<file path="src/design/rtp_pkg.sv">
// ----------------------------------------------------------------------------
// rtp_pkg
// Shared widths, types and the arctangent constants of the polar converter.
// ----------------------------------------------------------------------------
package rtp_pkg;

    localparam int SAMPLE_WIDTH = 16;
    localparam int CORDIC_STEPS = 42;
    localparam int ANG_FRAC     = 60;

    // cordic x/y start at |re|, |im| scaled up to 40 integer-free bits
    localparam int PRE_SHIFT = 40 - SAMPLE_WIDTH;
    localparam int OUT_SHIFT = 61 - SAMPLE_WIDTH;

    localparam int XW      = 43;
    localparam int ZW      = 64;
    localparam int PH_W    = SAMPLE_WIDTH + 2;
    localparam int SQ_W    = 2 * SAMPLE_WIDTH;
    localparam int RW      = 2 * SAMPLE_WIDTH + 1;
    localparam int SHIFT_W = $clog2(CORDIC_STEPS);

    // magnitude path is shorter than the phase path; this many taps line them up
    localparam int MAG_DELAY = CORDIC_STEPS - SAMPLE_WIDTH;

    localparam int IN_DATA_W  = ((2 * SAMPLE_WIDTH + 7) / 8) * 8;
    localparam int OUT_DATA_W = ((2 * SAMPLE_WIDTH + 2 + 7) / 8) * 8;

    localparam logic [63:0] ONE_FIX = 64'd1 << ANG_FRAC;

    typedef struct packed {
        logic signed [XW-1:0] x;
        logic signed [XW-1:0] y;
        logic signed [ZW-1:0] z;
        logic                 re_neg;
        logic                 im_neg;
        logic                 is_zero;
        logic                 last;
    } t_cordic;

    typedef struct packed {
        logic [RW-1:0] rem;
        logic [RW-1:0] root;
    } t_sqrt;

    typedef struct packed {
        logic signed [PH_W-1:0]  phase;
        logic [SAMPLE_WIDTH-1:0] mag;
        logic                    last;
    } t_result;

    // shift-subtract long division, only used to build the constants below
    function automatic logic [63:0] f_udiv(input logic [63:0] n, input logic [63:0] d);
        logic [64:0] r;
        logic [63:0] q;
        int          b;
        r = '0;
        q = '0;
        for (b = 63; b >= 0; b--) begin
            r = {r[63:0], n[b]};
            if (r >= {1'b0, d}) begin
                r    = r - {1'b0, d};
                q[b] = 1'b1;
            end
        end
        return q;
    endfunction

    // pi/4 from machin's formula, series terms truncated as fixed point
    function automatic logic signed [ZW-1:0] f_quarter_pi();
        logic [63:0]          p;
        logic [63:0]          odd;
        logic signed [ZW-1:0] s5;
        logic signed [ZW-1:0] s239;
        logic signed [ZW-1:0] t;
        int                   k;
        s5   = '0;
        s239 = '0;
        p    = f_udiv(ONE_FIX, 64'd5);
        for (k = 0; k < 32; k++) begin
            if (p != 64'd0) begin
                odd = 64'(2 * k + 1);
                t   = signed'(f_udiv(p, odd));
                s5  = k[0] ? (s5 - t) : (s5 + t);
                p   = f_udiv(p, 64'd25);
            end
        end
        p = f_udiv(ONE_FIX, 64'd239);
        for (k = 0; k < 32; k++) begin
            if (p != 64'd0) begin
                odd  = 64'(2 * k + 1);
                t    = signed'(f_udiv(p, odd));
                s239 = k[0] ? (s239 - t) : (s239 + t);
                p    = f_udiv(p, 64'd57121);
            end
        end
        return (64'sd4 * s5) - s239;
    endfunction

    // atan(2^-i) as a truncated series, i >= 1
    function automatic logic signed [ZW-1:0] f_atan_pow2(input int i);
        logic [63:0]          odd;
        logic signed [ZW-1:0] sum;
        logic signed [ZW-1:0] t;
        int                   sh;
        int                   k;
        sum = '0;
        sh  = i;
        for (k = 0; k < 64; k++) begin
            if (sh <= ANG_FRAC) begin
                odd = 64'(2 * k + 1);
                t   = signed'(f_udiv(ONE_FIX >> sh, odd));
                sum = k[0] ? (sum - t) : (sum + t);
                sh  = sh + 2 * i;
            end
        end
        return sum;
    endfunction

    localparam logic signed [ZW-1:0] QUARTER_PI = f_quarter_pi();
    localparam logic signed [ZW-1:0] PI_FIX     = 64'sd4 * QUARTER_PI;
    localparam logic signed [ZW-1:0] HALF_LSB   = 64'sd1 <<< (OUT_SHIFT - 1);

    // pi in output lsbs, the largest phase a result can show
    localparam logic signed [PH_W-1:0] PH_PI = PH_W'((PI_FIX + HALF_LSB) >>> OUT_SHIFT);

    function automatic logic signed [ZW-1:0] f_atan_step(input int i);
        return (i == 0) ? QUARTER_PI : f_atan_pow2(i);
    endfunction

endpackage

</file>
<file path="src/design/rtp_sqrt_cell.sv">
// ----------------------------------------------------------------------------
// rtp_sqrt_cell
// One digit of the restoring square root: trial subtract and shift of the root.
// ----------------------------------------------------------------------------
module rtp_sqrt_cell (
    input  logic                      i_clk,
    input  logic                      i_en,
    input  rtp_pkg::t_sqrt            i_data,
    input  logic [rtp_pkg::RW-1:0]    i_bit,
    output rtp_pkg::t_sqrt            o_data
);

    logic [rtp_pkg::RW-1:0] w_trial;
    rtp_pkg::t_sqrt         n_data;
    rtp_pkg::t_sqrt         r_data;

    assign w_trial = i_data.root + i_bit;

    always_comb begin
        if (i_data.rem >= w_trial) begin
            n_data.rem  = i_data.rem - w_trial;
            n_data.root = (i_data.root >> 1) + i_bit;
        end else begin
            n_data.rem  = i_data.rem;
            n_data.root = i_data.root >> 1;
        end
    end

    always_ff @(posedge i_clk) begin
        if (i_en) begin
            r_data <= n_data;
        end
    end

    assign o_data = r_data;

endmodule

</file>
<file path="config.mk">
export PLATFORM = sky130hd
export DESIGN_NAME = rtp_sqrt_cell
export DESIGN_NICKNAME = d
export VERILOG_FILES = /design/src/design/rtp_pkg.sv /design/src/design/rtp_sqrt_cell.sv
export SDC_FILE = /design/constraint.sdc
export NUM_CORES = 1
export LEC_CHECK = 0
export BUFFER_PORTS_ARGS = -buffer_cell sky130_fd_sc_hd__buf_2
export CAP_MARGIN = 20
export CORE_ASPECT_RATIO = 2
export CORE_MARGIN = 2
export CORE_UTILIZATION = 51
export CTS_CLUSTER_DIAMETER = 30
export DETAILED_ROUTE_END_ITERATION = 6
export MAX_ROUTING_LAYER = met4
export PLACE_DENSITY_LB_ADDON = 0.12
export SYNTH_ARGS = -nofsm -noshare
export SYNTH_HDL_FRONTEND = slang
export SYNTH_SLANG_ARGS = --single-unit
</file>
<file path="constraint.sdc">
create_clock -name i_clk -period 5.3 [get_ports i_clk]
set_input_delay 0.795 -clock i_clk [delete_from_list [all_inputs] [get_ports i_clk]]
set_output_delay 0.795 -clock i_clk [all_outputs]
set_load 0.02 [all_outputs]
</file>
==> impl_results.md, run 1 <==
* Status: completed
* Die ar. at 15,700 um2
* Peak supply drop at 0.201 mV
* Clock Tree Root: clkbuf_16
* Total wire length at 23,300 um
* Clock slew seen by the registers of the worst setup and hold paths at 0.06 ns
* Via count at 7,621
* Async SR Flop Fraction at 0%
* Cells along the critical path: buf_2, ha_1, o21a_1, o21ai_0, a221oi_1, a41oi_2, o21ai_0, a31oi_1, o21bai_1, a21oi_1, xnor2_1, ha_1, a21oi_1, o21ai_0, buf_4, o311ai_2, a21oi_2, a31oi_4, buf_12, nor2_1, a32o_1
* WP data required at 5.40 ns
* Worst setup SP type: input pin
* Post-Synth Simple-Gate Area at 15.0%
* Slew headroom at 37.3%
* Worst-margin pin slew at 0.941 ns
* Antenna Violating Nets Remaining at 0
* CTS buffer count at 9
* Hold Buf Count CTS at 0
* Clock group share of total power at 18.5%
* Largest stage delay, worst path at 0.49 ns
* Initial core utilization at 52.2%
* Fin. Hold Viols at 0
* First-pass GRT wire length at 36,000 um
* Syn Nets at 1,084
* Max-slew violations at 0
* Commonest cells after routing, fill and taps aside: buf_2, a21oi_1, ha_1
* Mapped Cells at 883
* Clock Sinks at 66
* IO Port Bufs at 166
* Post-synthesis mux area share at 0.284%
* Placement Setup Slack at -0.192 ns
* Layout Cells excl Fill at 1,287
* Setup slack after layout at 0.299 ns
* Critical Path Most Common Cell: o21ai_0
* Die Width at 89.7 um
* Sequential fraction of the synthesis area at 26.5%
* Post-synth cell types at 72
* WL/cell at 18.1 um
* Antenna cells at 0
* Yosys reg bits at 66
* Switching Fraction at 42.2%
* Fillers at 1,326
* Hold WC Path Type: in2reg
* GRT Total Usage at 30.9%
* Top post-synthesis cells by area: edfxtp_1, ha_1, a21oi_1
* DR iter-0 viols at 299
* Slowest library cell on the worst path: a221oi_1
* # DRC at 0
* Post-detail-place hpwl at 19,300 um
* Comb power frac at 56.9%
* Syn. warnings at 0
* Routability cong. at 0.924
* Power per cell area at 350 nW/um2
* Post-Synth Adder-Cell Area at 17.0%
* Hold-critical path depth at 3
* Final min period at 5.00 ns
* Combinational family with the most area after synthesis: compound AO/OA/AOI/OAI gates
* Max Cap Violations at 0
* Crit Path Category: in2reg
* Initial antenna violation count at 0
* Worst hold endpoint: o_data[35]$_DFFE_PP_
* Crit path max fanout at 14
* Synth Cell Area at 7490 um2
* Post-synth top area cell: edfxtp_1
* Top-area cell type share of the netlist area at 26.5%
* Vias in the first global route at 7,786
* Hold_ws at 0.742 ns
* Sequential power share at 24.6%
* EDFF count, synth at 66
* # IOs at 167
* Vias per cell at 5.92
* H-tree levels at 3
* Critical path endpoint category: flop
* Fin nets at 1,291
* Mean Syn Cell Area at 8.48 um2
* Largest net degree at the start of global routing at 67
* Crit share post-route at 94.4%
* Die extent in y at 175 um
* Layout cell share with drive strength beyond 1 at 23.6%
* Grt total ovfl at 0
* Dpl cells at 1,270
* Leakage at 4.24 nW
* Area growth syn-to-layout at 23.5%
* Ys flop type: edfxtp_1
* Core ar. at 14,400 um2
* Crit path arrival time at 5.10 ns
* Xor/xnor share of the synthesized area at 10.2%
* Std cell rows at 62
* Hold path startpoint: i_data[35]
* Clock Path Buffers at 2
* P_int at 1.87 mW
* Max FFs per register at 66
* First-pass DRT Iterations at 7
* Commonest non-fill, non-tap cell in the layout: buf_2
* Switching pwr at 1.37 mW
* CTS tree: built
* Area fraction in compound gates after synthesis at 28.1%
* Max frequency at 200 MHz
* Final number of setup-violating endpoints at 0
worst max-delay path by stage:
| stage | start | depth (start not counted) | end |
|---|---|---|---|
| after global placement | i_data[0] | 21 | o_data[29]$_DFFE_PP_ |
| after global routing | i_data[5] | 22 | o_data[65]$_DFFE_PP_ |
| after floorplan | i_data[0] | 21 | o_data[29]$_DFFE_PP_ |
| final | i_data[5] | 21 | o_data[29]$_DFFE_PP_ |
| after CTS | i_data[0] | 21 | o_data[29]$_DFFE_PP_ |
| after detailed placement | i_data[0] | 21 | o_data[29]$_DFFE_PP_ |
power by group through the flow:
stage | Combinational [mW] | Sequential, mW | Clock (mW)
after detailed placement | 1.82 | 0.808 | 0
after CTS | 1.83 | 0.799 | 0.610
after global placement | 1.81 | 0.808 | 0
final | 1.84 | 0.797 | 0.600
after floorplan | 1.03 | 0.973 | 0
after global routing | 2.02 | 0.810 | 0.619
metrics by stage:
step	utilization [%]	TNS [ns]	area [um2]	power, mW
4_1_cts	64.1	0	9210	3.24
2_1_floorplan	-	0	7490	2.00
3_5_place_dp	62.2	-8.10	8920	2.63
6_report	64.4	0	9250	3.24
3_3_place_gp	62.2	-4.23	8920	2.62
5_1_grt	64.4	-0.0161	9250	3.45
per-layer routing:
layer	up-vias	GRT usage, %	share of wire (%)
li1	3733	-	-
met1	3547	26.7	32
met2	247	58.0	57
met3	94	3.52	3.7
met4	0	20.6	7.1
met5	-	-	0
what timing repair did:
item	4_1_cts	5_1_grt
gates resized for setup	0	8
setup buffers	0	1
endpoints found under the setup margin	0	66
synth_stat cells (5+ instances only):
master,number
a211oi_1,9
a21o_1,38
a21oi_1,115
a31oi_1,13
and3_1,6
buf_2,8
clkbuf_1,11
edfxtp_1,66
ha_1,97
inv_1,29
nand2_1,80
nand2b_1,11
nand3_1,10
nand4_1,13
nor2_1,95
nor2b_1,6
nor3_1,10
nor4_1,5
o211ai_1,10
o21a_1,7
o21ai_0,64
o21bai_1,12
o31ai_1,7
xnor2_1,42
xor2_1,45
final cells by class:
cell class / instances / area, um2 / share of cell area (%)
inverter: 29 / 109 / 1.18
tap: 192 / 240 / 2.60
clock buffer: 10 / 229 / 2.48
clock inverter: 6 / 57.6 / 0.622
multi-input combinational: 765 / 5330 / 57.6
timing repair buffer: 219 / 1300 / 14.1
sequential: 66 / 1980 / 21.4
critical path, delay by kind of cell:
kind	cells	cell delay [ns]
AND/OR/NAND/NOR	1	0.05
adder cells (fa/ha/maj)	2	0.58
buffers and inverters	3	0.47
AO/OA/AOI/OAI	14	3.02
XOR/XNOR	1	0.16
kinds of logic after synthesis:
| kind of cell | count (synthesis) |
|---|---|
| adder cells (fa/ha/maj) | 100 |
| flip-flops | 66 |
| multiplexers | 2 |
| buffers and inverters | 52 |
| XOR/XNOR | 87 |
| AO/OA/AOI/OAI | 327 |
| AND/OR/NAND/NOR | 249 |
Note: power is estimated with default switching activity, not from simulation.
==> run 2: changes to the inputs <==
- REMOVE_ABC_BUFFERS: unset -> 1
==> run 2 against run 1 <==
  * Die area did not move
  * Final cell count rose by 2.0%
  * Clock-buffer cell count fell by 1
  * Sequential share of layout area fell by 0.47 points
  * Non-clock buffer count rose by 26
  * Global-route usage rose by 0.84 points
  * Sequential cell count did not move
  * Utilization rose by 1.4 points
  * Highest routed layer unchanged
==> impl_results.md, run 2 (synthesized netlist as in run 1, its figures left out) <==
* WP data required at 5.38 ns (-0.02 ns)
* Crit path max fanout at 16 (+2)
* Peak supply drop at 0.189 mV (-5.6%)
* Die Width at 89.7 um (unchanged)
* Post-detail-place hpwl at 19,800 um (+2.9%)
* Crit Path Category: in2reg
* Largest net degree at the start of global routing at 67 (unchanged)
* First-pass GRT wire length at 37,000 um (+2.9%)
* # DRC at 0 (unchanged)
* Max FFs per register at 66 (unchanged)
* Hold path startpoint: i_data[35]
* Commonest non-fill, non-tap cell in the layout: buf_2
* Layout cell share with drive strength beyond 1 at 25.6% (+2.0 points)
* Setup TNS at 0 ns (unchanged)
* Initial antenna violation count at 0 (unchanged)
* Hold WC Path Type: in2reg
* Clock Sinks at 66 (unchanged)
* Antenna cells at 0 (unchanged)
* WL/cell at 18.2 um (+0.69%)
* Final number of setup-violating endpoints at 0 (unchanged)
* Fin nets at 1,317 (+2.0%)
* Crit path arrival time at 5.12 ns (+0.02 ns)
* Critical path endpoint category: flop
* First-pass DRT Iterations at 5 (-2)
* Die ar. at 15,700 um2 (unchanged)
* Slew headroom at 38.3% (+1.0 points)
* Leakage at 4.36 nW (+3.0%)
* Dpl cells at 1,296 (+2.0%)
* Routability cong. at 0.981 (+6.1%)
* # IOs at 167 (unchanged)
* Power per cell area at 346 nW/um2 (-1.2%)
* CTS tree: built
* GRT Total Usage at 31.7% (+0.84 points)
* Core ar. at 14,400 um2 (unchanged)
* Die extent in y at 175 um (unchanged)
* DR iter-0 viols at 287 (-4.0%)
* Max frequency at 199 MHz (-0.66%)
* H-tree levels at 3 (unchanged)
* Layout Cells excl Fill at 1,313 (+2.0%)
* Final min period at 5.03 ns (+0.0331 ns)
* RSZ-0062 raised after global routing: true
* Hold Buf Count CTS at 0 (unchanged)
* Placed Area at 9090 um2 (+1.9%)
* Hold-critical path depth at 3 (unchanged)
* Clock slew seen by the registers of the worst setup and hold paths at 0.06 ns (about the same)
* Antenna Violating Nets Remaining at 0 (unchanged)
* Vias in the first global route at 7,842 (+0.72%)
* CTS buffer count at 9 (unchanged)
* Worst hold endpoint: o_data[35]$_DFFE_PP_
* Status: completed
* Placement Setup Slack at -0.285 ns (-0.0935 ns)
* Total wire length at 23,900 um (+2.7%)
* Initial core utilization at 52.2% (unchanged)
* Clock Path Buffers at 2 (unchanged)
* Hold_ws at 0.751 ns (+0.00923 ns)
* Max-slew violations at 0 (unchanged)
* Worst-margin pin slew at 0.925 ns (-0.0155 ns)
* Worst setup SP type: input pin
* Crit share post-route at 95.0% (+0.62 points)
* Area growth syn-to-layout at 26.2%
* Max Cap Violations at 0 (unchanged)
* Final Power at 3.27 mW (+0.99%)
* Final Cell Area at 9460 um2 (+2.2%)
* Clock Tree Root: clkbuf_16
* Vias per cell at 5.85 (-1.2%)
* Grt total ovfl at 0 (unchanged)
* Final Util at 65.9% (+1.4 points)
* Via count at 7,685 (+0.84%)
* Commonest cells after routing, fill and taps aside: buf_2, a21oi_1, ha_1
* Setup slack after layout at 0.266 ns (-0.0331 ns)
* Fin. Hold Viols at 0 (unchanged)
* IO Port Bufs at 166 (unchanged)
* Std cell rows at 62 (unchanged)
[run 2: cell count changes in the layout (fill, tap and decap cells not counted), sizes merged]
cell,before,now
clkbuf,10,9
buf,219,245
clkinvlp,2,1
clkinv,3,5
[run 2: worst max-delay path by stage]
stage                     startpoint              endpoint  slack, ns
final                      i_data[0]  o_data[12]$_DFFE_PP_       0.27
after global routing       i_data[0]   o_data[7]$_DFFE_PP_    -0.0002
after CTS                  i_data[0]  o_data[53]$_DFFE_PP_       0.05
after detailed placement   i_data[0]  o_data[44]$_DFFE_PP_      -0.29
after global placement     i_data[0]  o_data[22]$_DFFE_PP_      -0.20
after floorplan            i_data[0]  o_data[63]$_DFFE_PP_      -0.92
[run 2: worst max-delay path, stage by stage]
cell      delay [ns]
buf_2           0.10
ha_1            0.21
fa_1            0.41
a21o_1          0.19
nand4_1         0.11
a21oi_1         0.11
buf_4           0.15
o211ai_1        0.19
nand2b_1        0.08
a21oi_1         0.17
xor2_1          0.22
ha_1            0.35
a21oi_2         0.21
o211ai_1        0.15
a221oi_2        0.34
o31ai_4         0.16
o311ai_4        0.32
a21oi_2         0.14
a31oi_4         0.24
buf_12          0.15
buf_4           0.19
o21ai_0         0.13
[run 2: repair_timing]
| item | CTS | global route |
|---|---|---|
| resized for setup | 0 | 14 |
| setup buffers | 0 | 1 |
| setup endpoints to repair | 0 | 66 |
[run 2: routing by layer]
metal  GRT usage [%]  share of wire (%)  vias to the layer above
met3            3.48                3.3                       95
met5               -                  0                        -
met4            20.6                6.9                        0
li1                -                  -                     3786
met2            60.5                 58                      229
met1            26.9                 32                     3575
[run 2: cell type report]
type	instances	area [um2]
clock buffers	9	225
clock inverters	7	60.1
fillers	1330	4900
inverters	29	109
multi-input cells	765	5370
flip-flops and latches	66	1980
well taps	192	240
repair buffers	245	1470
[run 2: where the power goes]
group / switching (mW) / total, mW / internal [mW] / leakage [nW]
Sequential: 0.0319 / 0.793 / 0.761 / 0.646
Clock: 0.236 / 0.594 / 0.358 / 0.140
Combinational: 1.11 / 1.88 / 0.772 / 3.58
